==> src/rtl/core/hcb_pkg.sv <==
`timescale 1ns / 1ps

package hcb_pkg;

    localparam int MAX_SYMBOLS = 64;
    localparam int WEIGHT_BITS = 24;

    localparam int SYM_W   = 8;
    localparam int WIN_MAX = 24;
    localparam int LEN_W   = 6;
    localparam int CODE_W  = 63;

    localparam int LIDX_W = $clog2(MAX_SYMBOLS);
    localparam int CNT_W  = $clog2(MAX_SYMBOLS + 1);
    localparam int NODE_W = $clog2(2 * MAX_SYMBOLS - 1);
    localparam int SUM_W  = WEIGHT_BITS + LIDX_W;
    localparam int WIN_W  = (WEIGHT_BITS < WIN_MAX) ? WEIGHT_BITS : WIN_MAX;

    typedef enum logic [3:0] {
        S_LOAD,
        S_BUILD_CHK,
        S_FETCH_A,
        S_PICK_A,
        S_FETCH_B,
        S_PICK_B,
        S_MERGE,
        S_WALK_ROOT,
        S_VISIT,
        S_ACT,
        S_EMIT,
        S_POP,
        S_RESTORE
    } t_state;

    typedef struct packed {
        logic load_en;
        logic build_init;
        logic pick_a;
        logic pick_b;
        logic merge_wr;
        logic walk_root;
        logic expand;
        logic emit_load;
        logic pop_rd;
        logic restore;
        logic run_clear;
    } t_cmd;

    typedef struct packed {
        logic merge_done;
        logic leaf_node;
        logic out_done;
        logic out_last;
    } t_stat;

    typedef struct packed {
        logic [NODE_W-1:0] node;
        logic [CODE_W-1:0] path;
        logic [LEN_W-1:0]  depth;
    } t_stack_entry;

endpackage

==> src/rtl/core/hcb_ctrl.sv <==
`timescale 1ns / 1ps

module hcb_ctrl
    import hcb_pkg::*;
(
    input  logic  i_clk,
    input  logic  i_rst_n,
    input  logic  i_in_valid,
    input  logic  i_in_last,
    input  t_stat i_stat,
    output logic  o_in_ready,
    output t_cmd  o_cmd
);

    t_state r_state;
    t_state n_state;

    always_ff @(posedge i_clk) begin
        if (!i_rst_n) begin
            r_state <= S_LOAD;
        end else begin
            r_state <= n_state;
        end
    end

    always_comb begin
        n_state    = r_state;
        o_cmd      = '0;
        o_in_ready = 1'b0;
        unique case (r_state)
            S_LOAD: begin
                o_in_ready    = 1'b1;
                o_cmd.load_en = i_in_valid;
                if (i_in_valid && i_in_last) begin
                    o_cmd.build_init = 1'b1;
                    n_state          = S_BUILD_CHK;
                end
            end
            S_BUILD_CHK: begin
                n_state = i_stat.merge_done ? S_WALK_ROOT : S_FETCH_A;
            end
            S_FETCH_A: n_state = S_PICK_A;
            S_PICK_A: begin
                o_cmd.pick_a = 1'b1;
                n_state      = S_FETCH_B;
            end
            S_FETCH_B: n_state = S_PICK_B;
            S_PICK_B: begin
                o_cmd.pick_b = 1'b1;
                n_state      = S_MERGE;
            end
            S_MERGE: begin
                o_cmd.merge_wr = 1'b1;
                n_state        = S_BUILD_CHK;
            end
            S_WALK_ROOT: begin
                o_cmd.walk_root = 1'b1;
                n_state         = S_VISIT;
            end
            S_VISIT: n_state = S_ACT;
            S_ACT: begin
                if (i_stat.leaf_node) begin
                    o_cmd.emit_load = 1'b1;
                    n_state         = S_EMIT;
                end else begin
                    o_cmd.expand = 1'b1;
                    n_state      = S_VISIT;
                end
            end
            S_EMIT: begin
                if (i_stat.out_done) begin
                    if (i_stat.out_last) begin
                        o_cmd.run_clear = 1'b1;
                        n_state         = S_LOAD;
                    end else begin
                        n_state = S_POP;
                    end
                end
            end
            S_POP: begin
                o_cmd.pop_rd = 1'b1;
                n_state      = S_RESTORE;
            end
            S_RESTORE: begin
                o_cmd.restore = 1'b1;
                n_state       = S_VISIT;
            end
            default: n_state = S_LOAD;
        endcase
    end

endmodule

==> config.mk <==
export PLATFORM = sky130hd
export DESIGN_NAME = hcb_ctrl
export DESIGN_NICKNAME = d
export VERILOG_FILES = /design/src/rtl/core/hcb_pkg.sv /design/src/rtl/core/hcb_ctrl.sv
export SDC_FILE = /design/constraint.sdc
export NUM_CORES = 1
export LEC_CHECK = 0
export BUFFER_PORTS_ARGS = -buffer_cell sky130_fd_sc_hd__buf_4
export CORE_AREA = 2 2 39 41
export CTS_CLUSTER_SIZE = 10
export DETAILED_ROUTE_END_ITERATION = 6
export DIE_AREA = 0 0 41 43
export GPL_TIMING_DRIVEN = 0
export PLACE_DENSITY = 0.63
export SLEW_MARGIN = 20
export SYNTH_ARGS = -nofsm -noshare
export SYNTH_HDL_FRONTEND = slang
export SYNTH_SLANG_ARGS = --single-unit
==> constraint.sdc <==
create_clock -name i_clk -period 1.79 [get_ports i_clk]
set_clock_uncertainty 0.1 [all_clocks]
set_input_delay 0.358 -clock i_clk [delete_from_list [all_inputs] [get_ports i_clk]]
set_output_delay 0.358 -clock i_clk [all_outputs]
set_load 0.05 [all_outputs]
==> impl_metrics.py <==
metrics = {
    "final_layout": {
        "drive_above_1_share": 0.538,
        "seqCellArea_um2": 80.1,
        "finalInstanceArea_um2": 653,
        "top_regs": "r_state (4)",
        "largest_reg_flops": 4,
        "antenna_cells": 0,
        "multi_input_area_um2": 302,
        "area_growth_syn_to_layout_pct": 63.6,
        "largest-register": "r_state",
        "finalNonFillerCells": 94,
        "nFillCells": 146,
        "finalNetCount": 88,
    },
    "floorplanning": {
        "chipWidth_um": 41,
        "row_count": 14,
        "core_mm2": 0.00138,
        "ioPinCount": 20,
        "die_area_mm2": 0.00176,
        "start_util": 0.288,
        "fp.dieH_um": 43,
    },
    "logic_synthesis": {
        "synth_nets": 61,
        "yosys.area.top_type": "dfxtp_1",
        "synth_edf_count": 0,
        "ys_async_sr_fraction": 0,
        "syn_area_um2": 399,
        "synth_commonest_cells": "nand2_1 (6), nor2_1 (6), nor3_1 (5)",
        "synthXorXnorAreaFrac": 0,
        "yosysTopAreaCellShare": 0.201,
        "synth-compound-area-share": 0.188,
        "synthTopCellsByArea": "dfxtp_1 (20%), nand2b_4 (6.9%), nor3_1 (6.3%)",
        "synth_top_family_by_area": "simple AND/OR/NAND/NOR gates",
        "synthSimpleGateAreaFrac": 0.505,
        "yosysSeqAreaShare": 0.201,
        "yosysUniqueCellTypes": 23,
        "netlist_instances": 53,
        "synth.avg_cell_area_um2": 7.53,
        "ys_ff_latch": 4,
        "synth_fa_ha_area_frac": 0,
        "yosysWarningCount": 0,
        "synth_flop_cell": "dfxtp_1",
        "muxShareOfSynthArea": 0,
    },
    "min_path": {
        "hp-class": "in2reg",
        "min_delay_worst_endpoint": "r_state[2]",
        "min-delay-start": "i_rst_n",
        "hold_depth": 2,
    },
    "drt": {
        "route.detailed.drc": 0,
        "post_drt_wl_per_cell_um": 9.81,
        "first_iter_violations": 4,
        "ant_nets": 0,
        "routed_wl_um": 922,
        "vias_per_cell": 4.86,
        "drt_first_pass_iters": 4,
        "routed-via-count": 457,
    },
    "power_and_ir_drop": {
        "finalPower_uw": 493,
        "peakVddDrop_uv": 466,
        "p_per_area_mw_per_mm2": 755,
        "p_leak_uw": 0.000291,
    },
    "setup_path": {
        "r2r_setup_slack_ns": 0.36,
        "critical_path_class": "reg2out",
        "reg2reg_from": "r_state[2]",
        "reg2reg_depth": 7,
        "crit_chain": "buf_6, nor4_4, and3_4, buf_8",
        "max_stage_delay_ns": 0.30,
        "crit_buf_inv": 2,
        "critPathArrivalTime_ns": 1.32,
        "start_kind": "flop",
        "required_ns": 1.33,
        "end_kind": "primary output",
        "crit_start": "r_state[2]",
        "cp.depth": 4,
        "crit_fanout": 9,
        "reg2reg_to": "r_state[3]",
        "slowest_stage": "dfxtp_1",
        "critical-path-top-delay-family": "simple AND/OR/NAND/NOR gates",
    },
    "place": {
        "dpl_cell_area_um2": 586,
        "dp_hpwl_um": 705,
        "gp_routability_congestion": 0.788,
        "dp.cells": 88,
        "pre_cts_slack_ns": 0.204,
        "port_buffers": 19,
    },
    "sta": {
        "fin_crit_ns": 1.77,
        "max-slew-margin-rel": 0.806,
        "period_share": 0.992,
        "setup_violations": 0,
        "rsz0062_at_grt": "true",
        "hold_viol": 0,
        "worstMarginPinSlew_ns": 0.289,
        "max_freq_mhz": 563,
        "timing.final.ws_setup_ns": 0.0151,
        "holdWs_ns": 0.274,
        "drv_slew": 0,
    },
    "clock_tree": {
        "clk_pin_slew_ns": 0.04,
        "ctsRootBufferMaster": "clkbuf_4",
        "cts_sinks": 4,
        "cts_tree": "built",
        "cts_buffers": 3,
        "clkLatencyLatePin_ns": 0.23,
        "cts_hold_buf": 0,
        "cts-htree-levels": 1,
        "cts_max_path_buffers": 2,
    },
    "global_route": {
        "antenna_found_initial": 0,
        "track_usage": 0.120,
        "grt_max_degree": 11,
        "grt_overflow_total": 0,
        "grt_pass1_vias": 354,
        "grt_pass1_wl_um": 1460,
    },
    "status": {
        "status": "completed",
    },
    "flow_run": {
        "drv_cap": 0,
    },
}
-- worst reg2reg max path: stages, from the launching register on --
cell and delay [ns]:
dfxtp_1 0.30, buf_6 0.13, nor4_4 0.28, buf_4 0.17, buf_4 0.10, nand2_2 0.04, o211ai_2 0.09, o21ai_1 0.10
-- stage by stage --
stage / utilization / TNS, ns
5_1_grt: 0.472 / -0.0546
4_1_cts: 0.453 / 0
2_1_floorplan: - / -1.38
3_5_place_dp: 0.423 / 0
6_report: 0.472 / 0
3_3_place_gp: 0.423 / 0
-- per-layer routing --
metal / share of wire / global-route usage / vias up
met4: 0 / 0.0400 / 0
met2: 0.51 / 0.169 / 10
li1: - / - / 235
met5: 0 / 0 / -
met1: 0.44 / 0.163 / 212
met3: 0.055 / 0.0471 / 0
-- repair_timing --
item / CTS / global route
resized for setup: 1 / 4
pin swaps: 1 / 1
endpoints found under the setup margin: 2 / 5
setup buffers: 2 / 1
-- cell type report --
cell class,instances,area share
multi-input combinational,43,0.462
timing repair buffer,22,0.270
sequential,4,0.123
buffer,4,0.0690
clock buffer,3,0.0345
tap,16,0.0307
inverter,2,0.0115
-- report_power, final --
part           internal [uW]  leakage [uW]  switching (uW)
combinational            134      0.000245             146
sequential              99.0     0.0000327            8.03
clock                   74.6     0.0000138            32.0
total                    307      0.000291             186
-- cells by family after synthesis --
group | count (synthesis)
DFF | 4
and+or+nand+nor | 31
AOI/OAI and AO/OA | 12
buffers and inverters | 6
-- worst max path at each step --
stage | to | slack, ns
final | o_cmd[9] | 0.02
after floorplan | o_cmd[3] | -0.40
after global placement | o_cmd[9] | 0.21
after detailed placement | o_cmd[9] | 0.20
after global routing | o_cmd[9] | -0.04
after CTS | o_cmd[9] | 0.002
-- cell usage in the layout (no fill, tap or decap), types with 2 or more instances in the layout --
master / instances
a21oi_1: 3
buf_4: 20
buf_6: 5
clkbuf_4: 3
dfxtp_1: 4
inv_1: 2
nand2_1: 6
nand2b_1: 2
nand2b_4: 3
nor2_1: 6
nor3_1: 3
nor3_2: 4
o21ai_1: 4
o22ai_1: 2
No activity file was read; power rests on OpenSTA's default activity.
